<file path="src/rtl/core/dppd_pkg.sv">
package dppd_pkg;

  // Packet geometry and timer width
  localparam int MAX_PACKET_BYTES = 6;
  localparam int TIMER_BITS       = 16;
  localparam int SHOWN_BYTES      = 6;

  localparam int BIDX_W = $clog2(MAX_PACKET_BYTES + 2);
  localparam int WIDX_W = $clog2(MAX_PACKET_BYTES);

  // Decoder thresholds
  localparam int PREAMBLE_MIN_ONES = 10;
  localparam int DATA_BITS         = 8;
  localparam int MIN_PACKET_BYTES  = 3;

  // Field widths
  localparam int TIMER_W  = 16;
  localparam int COUNT_W  = 16;
  localparam int THRESH_W = 15;
  localparam int LEN_W    = 3;
  localparam int RUN_W    = 5;

  // Configuration port
  localparam int CFG_IDX_W  = 2;
  localparam int CFG_DATA_W = 15;

  localparam logic [CFG_IDX_W-1:0] CFG_USE_MODEM_DATA = 2'd0;
  localparam logic [CFG_IDX_W-1:0] CFG_DC_LEVEL       = 2'd1;
  localparam logic [CFG_IDX_W-1:0] CFG_LONG_THRESHOLD = 2'd2;

  localparam logic [THRESH_W-1:0] THRESH_RESET = 15'd180;

  // Operation codes
  localparam logic OP_EDGE      = 1'b0;
  localparam logic OP_SET_COUNT = 1'b1;

  typedef struct packed {
    logic                use_modem_data;
    logic                dc_level;
    logic [THRESH_W-1:0] long_pulse_threshold;
  } cfg_t;

  typedef struct packed {
    logic               operation;
    logic               pin_level;
    logic [TIMER_W-1:0] timer_value;
    logic [COUNT_W-1:0] count_value;
  } item_t;

  typedef struct packed {
    logic                           drive_level;
    logic [COUNT_W-1:0]             transition_count;
    logic                           packet_done;
    logic [LEN_W-1:0]               packet_length;
    logic [SHOWN_BYTES-1:0][7:0]    packet_bytes;
  } result_t;

endpackage

</file>
<file path="src/rtl/core/dcc_pulse_packet_decoder.sv">
// DCC pulse packet decoder.
// Input channel (in_valid/in_ready): one transaction per pin edge event, or a
// command that loads the transition count. Edges are timed by timer_value;
// a falling edge yields one DCC bit that steps the packet state machine.
// Output channel (out_valid/out_ready): exactly one result transaction per
// input transaction, in order: drive level, transition count, a done flag
// for a freshly latched packet with a good check byte, and the held packet.
// Configuration channel (cfg_valid/cfg_ready): always ready; write only while
// the block is idle.
// An accepted item waits in the input register, then the single-pass step
// logic loads the result register once that register is free.
// Throughput is one transaction per cycle while the receiver takes results,
// set by the state feedback loop through the step logic.
// When the receiver stalls, the result register holds and the input register
// still takes one more transaction; in_ready falls once both are full.
// Reset clears both stages, the packet state and held packet, and restores
// the configuration defaults (follow input, dc level 1, threshold 180).
module dcc_pulse_packet_decoder (
  input  logic                            clk,
  input  logic                            rst,
  input  logic                            in_valid,
  output logic                            in_ready,
  input  logic                            operation,
  input  logic                            pin_level,
  input  logic [dppd_pkg::TIMER_W-1:0]    timer_value,
  input  logic [dppd_pkg::COUNT_W-1:0]    count_value,
  output logic                            out_valid,
  input  logic                            out_ready,
  output logic                            drive_level,
  output logic [dppd_pkg::COUNT_W-1:0]    transition_count,
  output logic                            packet_done,
  output logic [dppd_pkg::LEN_W-1:0]      packet_length,
  output logic [7:0]                      packet_byte0,
  output logic [7:0]                      packet_byte1,
  output logic [7:0]                      packet_byte2,
  output logic [7:0]                      packet_byte3,
  output logic [7:0]                      packet_byte4,
  output logic [7:0]                      packet_byte5,
  input  logic                            cfg_valid,
  output logic                            cfg_ready,
  input  logic [dppd_pkg::CFG_IDX_W-1:0]  cfg_index,
  input  logic [dppd_pkg::CFG_DATA_W-1:0] cfg_data
);
  import dppd_pkg::*;

  cfg_t    cfg;
  item_t   in_item;
  logic    in_full;
  logic    advance;
  result_t step_res;
  result_t out_res;

  assign cfg_ready = 1'b1;

  dppd_cfg u_cfg (
    .clk      (clk),
    .rst      (rst),
    .wr_en    (cfg_valid),
    .wr_index (cfg_index),
    .wr_data  (cfg_data),
    .cfg      (cfg)
  );

  // Move the held transaction on whenever the result register is free
  assign advance  = in_full && (!out_valid || out_ready);
  assign in_ready = !in_full || advance;

  // Input register
  always_ff @(posedge clk) begin
    if (rst) begin
      in_full <= 1'b0;
    end else if (in_valid && in_ready) begin
      in_full <= 1'b1;
    end else if (advance) begin
      in_full <= 1'b0;
    end
  end

  always_ff @(posedge clk) begin
    if (in_valid && in_ready) begin
      in_item.operation   <= operation;
      in_item.pin_level   <= pin_level;
      in_item.timer_value <= timer_value;
      in_item.count_value <= count_value;
    end
  end

  dppd_core u_core (
    .clk  (clk),
    .rst  (rst),
    .step (advance),
    .item (in_item),
    .cfg  (cfg),
    .res  (step_res)
  );

  // Result register
  always_ff @(posedge clk) begin
    if (rst) begin
      out_valid <= 1'b0;
    end else if (advance) begin
      out_valid <= 1'b1;
    end else if (out_ready) begin
      out_valid <= 1'b0;
    end
  end

  always_ff @(posedge clk) begin
    if (rst) begin
      out_res <= '0;
    end else if (advance) begin
      out_res <= step_res;
    end
  end

  assign drive_level      = out_res.drive_level;
  assign transition_count = out_res.transition_count;
  assign packet_done      = out_res.packet_done;
  assign packet_length    = out_res.packet_length;
  assign packet_byte0     = out_res.packet_bytes[0];
  assign packet_byte1     = out_res.packet_bytes[1];
  assign packet_byte2     = out_res.packet_bytes[2];
  assign packet_byte3     = out_res.packet_bytes[3];
  assign packet_byte4     = out_res.packet_bytes[4];
  assign packet_byte5     = out_res.packet_bytes[5];

endmodule

</file>
<file path="src/rtl/core/dppd_cfg.sv">
module dppd_cfg (
  input  logic                            clk,
  input  logic                            rst,
  input  logic                            wr_en,
  input  logic [dppd_pkg::CFG_IDX_W-1:0]  wr_index,
  input  logic [dppd_pkg::CFG_DATA_W-1:0] wr_data,
  output dppd_pkg::cfg_t                  cfg
);
  import dppd_pkg::*;

  // Hold the register file; writes beyond the list are dropped
  always_ff @(posedge clk) begin
    if (rst) begin
      cfg.use_modem_data       <= 1'b1;
      cfg.dc_level             <= 1'b1;
      cfg.long_pulse_threshold <= THRESH_RESET;
    end else if (wr_en) begin
      case (wr_index)
        CFG_USE_MODEM_DATA: cfg.use_modem_data       <= wr_data[0];
        CFG_DC_LEVEL:       cfg.dc_level             <= wr_data[0];
        CFG_LONG_THRESHOLD: cfg.long_pulse_threshold <= wr_data[THRESH_W-1:0];
        default: ;
      endcase
    end
  end

endmodule

</file>
<file path="src/rtl/core/dppd_core.sv">
module dppd_core (
  input  logic              clk,
  input  logic              rst,
  input  logic              step,
  input  dppd_pkg::item_t   item,
  input  dppd_pkg::cfg_t    cfg,
  output dppd_pkg::result_t res
);
  import dppd_pkg::*;

  typedef enum logic [1:0] {
    PH_PREAMBLE = 2'd0,
    PH_START    = 2'd1,
    PH_DATA     = 2'd2,
    PH_END      = 2'd3
  } phase_t;

  phase_t                phase, phase_next;
  logic [RUN_W-1:0]      bit_run, bit_run_next;
  logic [7:0]            shift_byte, shift_byte_next;
  logic [BIDX_W-1:0]     byte_index, byte_index_next;
  logic [7:0]            work_bytes [MAX_PACKET_BYTES];
  logic [7:0]            work_bytes_next [MAX_PACKET_BYTES];
  logic [TIMER_BITS-1:0] edge_start_time, edge_start_time_next;
  logic [COUNT_W-1:0]    edge_count, edge_count_next;
  logic [7:0]            held_bytes [MAX_PACKET_BYTES];
  logic [7:0]            held_bytes_next [MAX_PACKET_BYTES];
  logic [BIDX_W-1:0]     held_length, held_length_next;
  logic                  drive_reg, drive_reg_next;
  logic                  done;

  logic [TIMER_BITS-1:0] now;
  logic [TIMER_BITS-1:0] diff;
  logic                  bit_val;
  logic [RUN_W-1:0]      run_inc;
  logic [7:0]            shifted;
  logic [7:0]            check_acc;
  logic                  check_ok;

  // Measure the pulse and slice it into a bit
  always_comb begin
    now     = TIMER_BITS'(item.timer_value);
    diff    = now - edge_start_time;
    bit_val = !(!diff[TIMER_BITS-1] &&
                (33'(diff) > 33'(cfg.long_pulse_threshold)));
    run_inc = (bit_run == {RUN_W{1'b1}}) ? bit_run : bit_run + 1'b1;
    shifted = {shift_byte[6:0], bit_val};
  end

  // XOR of every present byte is zero exactly when the check byte matches
  always_comb begin
    check_acc = '0;
    for (int k = 0; k < MAX_PACKET_BYTES; k++) begin
      if (BIDX_W'(k) < byte_index) check_acc = check_acc ^ work_bytes[k];
    end
    check_ok = (check_acc == 8'd0);
  end

  // Advance the packet state machine by one event
  always_comb begin
    phase_next           = phase;
    bit_run_next         = bit_run;
    shift_byte_next      = shift_byte;
    byte_index_next      = byte_index;
    work_bytes_next      = work_bytes;
    edge_start_time_next = edge_start_time;
    edge_count_next      = edge_count;
    held_bytes_next      = held_bytes;
    held_length_next     = held_length;
    drive_reg_next       = drive_reg;
    done                 = 1'b0;

    if (item.operation == OP_SET_COUNT) begin
      edge_count_next = item.count_value;
    end else if (item.pin_level) begin
      edge_start_time_next = now;
      drive_reg_next       = cfg.use_modem_data ? 1'b1 : cfg.dc_level;
    end else begin
      drive_reg_next  = cfg.use_modem_data ? 1'b0 : cfg.dc_level;
      edge_count_next = edge_count + 1'b1;
      bit_run_next    = run_inc;
      case (phase)
        PH_PREAMBLE: begin
          if (bit_val) begin
            if (run_inc > RUN_W'(PREAMBLE_MIN_ONES)) begin
              phase_next      = PH_START;
              edge_count_next = '0;
              for (int k = 0; k < MAX_PACKET_BYTES; k++) work_bytes_next[k] = 8'd0;
            end
          end else begin
            bit_run_next = '0;
          end
        end
        PH_START: begin
          if (!bit_val) begin
            bit_run_next    = '0;
            byte_index_next = '0;
            phase_next      = PH_DATA;
            edge_count_next = '0;
            shift_byte_next = 8'd0;
          end
        end
        PH_DATA: begin
          shift_byte_next = shifted;
          if (run_inc == RUN_W'(DATA_BITS)) begin
            if (byte_index < BIDX_W'(MAX_PACKET_BYTES))
              work_bytes_next[byte_index[WIDX_W-1:0]] = shifted;
            if (byte_index <= BIDX_W'(MAX_PACKET_BYTES))
              byte_index_next = byte_index + 1'b1;
            shift_byte_next = 8'd0;
            phase_next      = PH_END;
            edge_count_next = '0;
          end
        end
        PH_END: begin
          edge_count_next = '0;
          bit_run_next    = '0;
          if (bit_val) begin
            phase_next = PH_PREAMBLE;
            if (byte_index >= BIDX_W'(MIN_PACKET_BYTES) &&
                byte_index <= BIDX_W'(MAX_PACKET_BYTES) && check_ok) begin
              for (int k = 0; k < MAX_PACKET_BYTES; k++)
                held_bytes_next[k] = (BIDX_W'(k) < byte_index) ? work_bytes[k] : 8'd0;
              held_length_next = byte_index;
              done             = 1'b1;
            end
          end else begin
            phase_next = PH_DATA;
          end
        end
        default: phase_next = PH_PREAMBLE;
      endcase
    end
  end

  // Commit state when the transaction advances
  always_ff @(posedge clk) begin
    if (rst) begin
      phase           <= PH_PREAMBLE;
      bit_run         <= '0;
      shift_byte      <= 8'd0;
      byte_index      <= '0;
      edge_start_time <= '0;
      edge_count      <= '0;
      held_length     <= '0;
      drive_reg       <= 1'b1;
      for (int k = 0; k < MAX_PACKET_BYTES; k++) begin
        work_bytes[k] <= 8'd0;
        held_bytes[k] <= 8'd0;
      end
    end else if (step) begin
      phase           <= phase_next;
      bit_run         <= bit_run_next;
      shift_byte      <= shift_byte_next;
      byte_index      <= byte_index_next;
      edge_start_time <= edge_start_time_next;
      edge_count      <= edge_count_next;
      held_length     <= held_length_next;
      drive_reg       <= drive_reg_next;
      work_bytes      <= work_bytes_next;
      held_bytes      <= held_bytes_next;
    end
  end

  // Present the post-event view for the result register
  always_comb begin
    res.drive_level      = drive_reg_next;
    res.transition_count = edge_count_next;
    res.packet_done      = done;
    res.packet_length    = LEN_W'(held_length_next);
    for (int k = 0; k < SHOWN_BYTES; k++) begin
      if (k < MAX_PACKET_BYTES) res.packet_bytes[k] = held_bytes_next[k];
      else res.packet_bytes[k] = 8'd0;
    end
  end

endmodule

</file>
<file path="config.mk">
export PLATFORM = sky130hd
export DESIGN_NAME = dcc_pulse_packet_decoder
export DESIGN_NICKNAME = d
export VERILOG_FILES = /design/src/rtl/core/dppd_pkg.sv /design/src/rtl/core/dcc_pulse_packet_decoder.sv /design/src/rtl/core/dppd_cfg.sv /design/src/rtl/core/dppd_core.sv
export SDC_FILE = /design/constraint.sdc
export NUM_CORES = 1
export LEC_CHECK = 0
export BUFFER_PORTS_ARGS = -buffer_cell sky130_fd_sc_hd__buf_4
export CAP_MARGIN = 15
export CORE_ASPECT_RATIO = 1.25
export CORE_MARGIN = 2
export CORE_UTILIZATION = 29
export CTS_BUF_LIST = sky130_fd_sc_hd__clkbuf_4
export DETAILED_ROUTE_END_ITERATION = 6
export HOLD_SLACK_MARGIN = 0.12
export PLACE_DENSITY = 0.46
export SKIP_CTS_REPAIR_TIMING = 1
export SYNTH_ARGS = -nofsm -noshare
export SYNTH_HDL_FRONTEND = slang
export SYNTH_SLANG_ARGS = --single-unit
</file>
<file path="constraint.sdc">
create_clock -name clk -period 5.66 [get_ports clk]
set_clock_uncertainty 0.2 [all_clocks]
set_input_delay 0 -clock clk [delete_from_list [all_inputs] [get_ports clk]]
set_output_delay 0 -clock clk [all_outputs]
set_load 0.01 [all_outputs]
</file>
# After elaboration in Yosys (flattened, before gate mapping)
# Cells that the tools add are included.
[classes]
muxes = 55
eq_ne = 14
n_addsub = 4
magnitude_cmp = 13
bitwise = 9
reduce_logical = 31
[op_table]
columns = ["cell", "n"]
rows = [
  ["$mux W48", 4],
  ["$mux W16", 6],
  ["$mux W8", 12],
  ["$pmux W48 S2", 1],
  ["$pmux W16 S4", 1],
  ["$bwmux W48", 1],
  ["$xor A8 B8 Y8", 5],
  ["$demux W8 S3", 1],
  ["$add A16 B1 Y16 const B", 1],
  ["$gt A16 B15 Y1", 1],
  ["$sub A16 B16 Y16", 1],
  ["$mux W7", 2],
  ["$pmux W7 S2", 1],
  ["$reduce_and A7 Y1", 2],
  ["$mux W1", 13],
  ["$ne A2 B1 Y1 const B", 6],
  ["$mux W2", 5],
  ["$mux W5", 2],
  ["$pmux W5 S2", 1],
  ["$mux W3", 3],
  ["$logic_not A8 Y1", 1],
  ["$pmux W2 S4", 1],
  ["$reduce_and A2 Y1", 4],
  ["$reduce_and A8 Y1", 1],
  ["28 further kinds", 50],
]
[totals]
in_bits = 56
register_bits = 204
elab_cells = 157

# Longest topological paths before layout
[depth]
depth_word = 19
depth_mapped = 21
depth_no_buf = 20

# By module
# From an unflattened synthesis, not the netlist that was laid out.
[hier_totals]
hier_cells = 1680
area_unflattened_um2 = 14450.1
[modules_own_cells]
columns = ["module", "n_inst", "cells_per_inst", "area_per_inst_um2"]
rows = [
  ["dppd_core", 1, 1260, 9416.5],
  ["dcc_pulse_packet_decoder", 1, 345, 4277.9],
  ["dppd_cfg", 1, 75, 755.7],
]

# Worst setup path before layout
# OpenSTA, ideal clock, no wires.
[synth_timing]
path_kind = "register to register"
start = "reg in_item[16] (netlist name)"
end = "reg u_core.held_bytes[17] (netlist name)"
period_less_slack_ns = 4.442
path_slack_ns = 1.218
n_path_buf = 2
t_required_ns = 5.390
setup_time_ns = 0.070
arrival_time_ns = 4.172
path_stages_with_launch = 20
cell_sequence = "edfxtp_1 inv_1 ha_1 fa_1 nor2b_1 o21ai_0 a21boi_0 o211ai_1 a211oi_1 a211oi_1 ha_1 nand4_1 or3_1 a21o_1 a31oi_1 o31a_1 clkbuf_1 clkbuf_1 o31ai_1 a21oi_1"
[synth_via]
elab_chain_cells = 5
elab_cells_between_ends = 6
classes_between = "add/sub: 1; order compare: 1; bitwise: 1; reduce/logical: 3"
[synth_rtl]
columns = ["element", "line", "text"]
rows = [
  ["from (decl)", "dcc_pulse_packet_decoder.sv:47", "item_t in_item;"],
  ["$sub A16 B16 Y16 *", "dppd_core.sv:43", "diff = now - edge_start_time;"],
  ["$gt A16 B15 Y1 / $logic_not A1 Y1 (equally long branches)", "dppd_core.sv:45, dppd_core.sv:44", ""],
  ["$logic_and A1 B1 Y1 *", "dppd_core.sv:44", "bit_val = !(!diff[TIMER_BITS-1] &&"],
  ["$not A1 Y1 (no line) *", "n/a", ""],
  ["$reduce_and A6 Y1 (no line) *", "n/a", ""],
  ["to (signal assigned)", "dppd_core.sv:161", "held_bytes <= held_bytes_next;"],
  ["to (decl)", "dppd_core.sv:26", "logic [7:0] held_bytes [MAX_PACKET_BYTES];"],
]
# Mark *: on every way between the ends. The rest lies on a longest branch, timed or not.
# A chain may end at the register's enable or synchronous reset.

# Final worst setup path
[layout_timing]
start = "reg in_item[16] (netlist name)"
end = "reg u_core.work_bytes[44] (netlist name)"
[layout_via]
elab_chain_cells = 5
elab_cells_between_ends = 6
classes_between = "add/sub: 1; order compare: 1; eq/ne: 1; reduce/logical: 3"
[layout_rtl]
columns = ["element", "line", "text"]
rows = [
  ["$sub A16 B16 Y16 *", "dppd_core.sv:43", ""],
  ["$gt A16 B15 Y1 / $logic_not A1 Y1 (equally long branches)", "dppd_core.sv:45, dppd_core.sv:44", ""],
  ["$logic_and A1 B1 Y1 *", "dppd_core.sv:44", ""],
  ["$ne A2 B2 Y1 (no line) *", "n/a", ""],
  ["$reduce_and A8 Y1 (no line) *", "n/a", ""],
  ["to (signal assigned)", "dppd_core.sv:160", "work_bytes <= work_bytes_next;"],
  ["to (decl)", "dppd_core.sv:22", "logic [7:0] work_bytes [MAX_PACKET_BYTES];"],
]
# Marks and branches as above.

==> run metrics <==
status finished, final reports clean; Core Util, Final 0.393; Crit path max-delay family compound AO/OA/AOI/OAI gates; Syn Nets 1,261; fmax 195 MHz; PortBufs 126; Skew-Pair Late Insertion Delay 0.70 ns; GR Util All Layers 0.166; drt drc 0; setup ws final 0.530 ns; Synth cell types 73; worst path cell trace inv_1, ha_1, fa_1, nor2b_1, o21ai_0, a21boi_0, o211ai_1, a211oi_1, o31a_1, o21a_1, o211ai_1, ha_1, or3_1, a221oi_1, a31oi_1, o31a_1, o21ai_2, a21oi_1, a22o_1; cell row count 77; # Max-Cap Violations 0; dpl ws 0.176 ns; Initial Util 0.293; fin crit share 0.906; fin nets 1,537; Avg Cell Area, Syn 8.90 um2; CP max stage delay 0.41 ns; fill count 3,624; Netlist Area Pre-Place 10,400 um2; Seq/Total Area, Yosys 0.427; worst r2r src in_item[16]; DRT Pass-1 Iters 4; R2R Setup Slk 0.53 ns; Tot Pwr 0.00327 W; Buf/Inv on CP 1; CTS tree built; VDD IR-drop max 0.0000891 V; EDFF count, synth 34; final weighted congestion in routability-driven placement 0.803; CP endpoint kind register; vias in the first global route 8,845; area occupied by multi-input gates 5480 um2; total gr overflow 0; worst endpoint required time 6.05 ns; Post-synth ARST share 0; CP max stage cell o21ai_2; setup tns final 0 ns; layout cell share with drive strength beyond 1 0.167; die height 215 um; #FFs+latches synth 204; IO Pins 128; chip width 173 um; Final Hold Fails 0; Worst Hold Class in -> reg; commonest non-fill, non-tap cell in the layout dfxtp_1; Hold Slack 0.181 ns; Worst Hold End u_cfg.cfg[16]; WHS Path Cells 5; per-cell routed wire length 16.7 um; Worst-path clk slew 0.07 ns; post-DP HPWL 21,600 um; worst path arrival time 5.52 ns; total number of vias 9,541; largest net degree at the start of global routing 96; CTS Buffer Depth 3; H-tree depth 2; RSZ-0062 raised after global routing no; Pwr Density 235 nW/um2; final setup fails 0; final wirelength 32,800 um; WP depth 19; DR vias/cell 4.86; CTS Sinks 204; Syn. warnings 0; die area 37,300 um2; CTS buffer count 58; Post-Syn Instances 1,165; top_reg_cell synth dfxtp_1; First DRT Iteration DRCs 435; Worst setup SP type register; Clock Tree Root clkbuf_4; initial antenna violation count 1; Regs by FF count u_core.held_bytes x48, u_core.work_bytes x48, in_item x34; Worst R2R End u_core.work_bytes[44]; Leak 5.53 nW; Reg area 4420 um2; Final Max Tran Viols 0; Layout area overhead 34.0%; final critical-path required period 5.13 ns; global-route wire length before repair 49,500 um; Crit Path Max Fanout 8; Core Area 35,400 um2; most frequent cells in the layout 170 x dfxtp_1, 166 x nand2_1, 143 x dlygate4sd3_1; max_slew headroom 0.211; Worst Max-Slew Pin Slew 1.18 ns; Worst Setup Path Type reg -> reg; Reg2Reg Depth 19; Hold Crit Start cfg_valid; Detail Route Antenna Nets 0
## cell families (layout without fill, tap and decap cells)
family                     after synthesis  count (layout)  share of synthesized area
DFF                                    204             204                      0.427
other                                    1               2                   0.000362
xor gates and xnor gates                34              34                     0.0287
AOI/OAI and AO/OA                      290             290                      0.189
muxes                                   52              52                     0.0502
buffers and inverters                  113             435                     0.0468
and+or+nand+nor                        431             431                      0.210
adders and majority gates               40              40                     0.0490
## how the worst max path moves through the flow
stage                startpoint                     to  slack, ns
floorplan           in_item[16]  u_core.held_bytes[17]       1.22
global placement    in_item[16]  u_core.work_bytes[45]       0.30
detailed placement  in_item[16]  u_core.work_bytes[44]       0.18
CTS                 in_item[16]  u_core.work_bytes[46]       0.20
global route        in_item[16]  u_core.work_bytes[47]       0.02
finish              in_item[16]  u_core.work_bytes[44]       0.53
## worst min-delay path, stage by stage
cell and delay (ns):
buf_4 0.12, nor3b_1 0.14, nor2b_1 0.11, a211o_1 0.11
dlygate4sd3_1 0.54
## per-stage QoR
step | instances | instance area, um2
global route | 1962 | 13900
floorplan | 1165 | 10400
detailed placement | 1712 | 11700
finish | 1962 | 13900
CTS | 1818 | 12500
global placement | 1712 | 11700
## synth_stat cells, types with 5 or more instances
| cell | number | area share |
|---|---|---|
| a211oi_1 | 7 | 0.0051 |
| a21o_1 | 6 | 0.0043 |
| a21oi_1 | 91 | 0.044 |
| a22o_1 | 49 | 0.041 |
| a22oi_1 | 5 | 0.0036 |
| a31oi_1 | 8 | 0.0048 |
| a32oi_1 | 7 | 0.0059 |
| and2_1 | 13 | 0.0078 |
| and3_1 | 9 | 0.0054 |
| buf_1 | 6 | 0.0022 |
| buf_2 | 15 | 0.0072 |
| buf_6 | 5 | 0.0054 |
| clkbuf_1 | 40 | 0.014 |
| dfxtp_1 | 170 | 0.33 |
| edfxtp_1 | 34 | 0.098 |
| ha_1 | 39 | 0.047 |
| inv_1 | 45 | 0.016 |
| mux2i_1 | 52 | 0.050 |
| nand2_1 | 166 | 0.060 |
| nand2b_1 | 53 | 0.032 |
| nand3_1 | 16 | 0.0077 |
| nand3b_1 | 13 | 0.0094 |
| nand4_1 | 10 | 0.0060 |
| nor2_1 | 67 | 0.024 |
| nor2b_1 | 18 | 0.011 |
| nor3_1 | 15 | 0.0072 |
| nor3b_1 | 8 | 0.0058 |
| nor4b_1 | 6 | 0.0051 |
| o211ai_1 | 22 | 0.016 |
| o21a_1 | 7 | 0.0051 |
| o21ai_0 | 34 | 0.016 |
| o21ai_1 | 5 | 0.0024 |
| o31ai_1 | 16 | 0.012 |
| or3_1 | 7 | 0.0042 |
| or4_1 | 12 | 0.0087 |
| xnor2_1 | 25 | 0.021 |
| xor2_1 | 9 | 0.0076 |
## power breakdown
part	switching [W]	leakage [nW]	total (W)	internal, W
Sequential	0.0000268	1.71	0.00153	0.00151
Combinational	0.000175	3.37	0.000350	0.000175
Clock	0.000658	0.450	0.00138	0.000726
Total	0.000860	5.53	0.00327	0.00241
## area by class of cell
class / count / share of cell area
multi-input combinational: 848 / 0.394
sequential: 204 / 0.318
timing repair buffer: 284 / 0.179
clock buffer: 91 / 0.0491
tap: 474 / 0.0427
inverter: 45 / 0.0122
clock inverter: 15 / 0.00423
antenna: 1 / 0.000180
## metal layers
metal / wire length, um / part of all wire / track usage
met1: 14700 / 0.45 / 0.212
met4: 1010 / 0.031 / 0.0695
met3: 1270 / 0.039 / 0.0310
met5: 0 / 0 / 0
met2: 15800 / 0.48 / 0.275
Note: power is estimated with default switching activity, not from simulation.
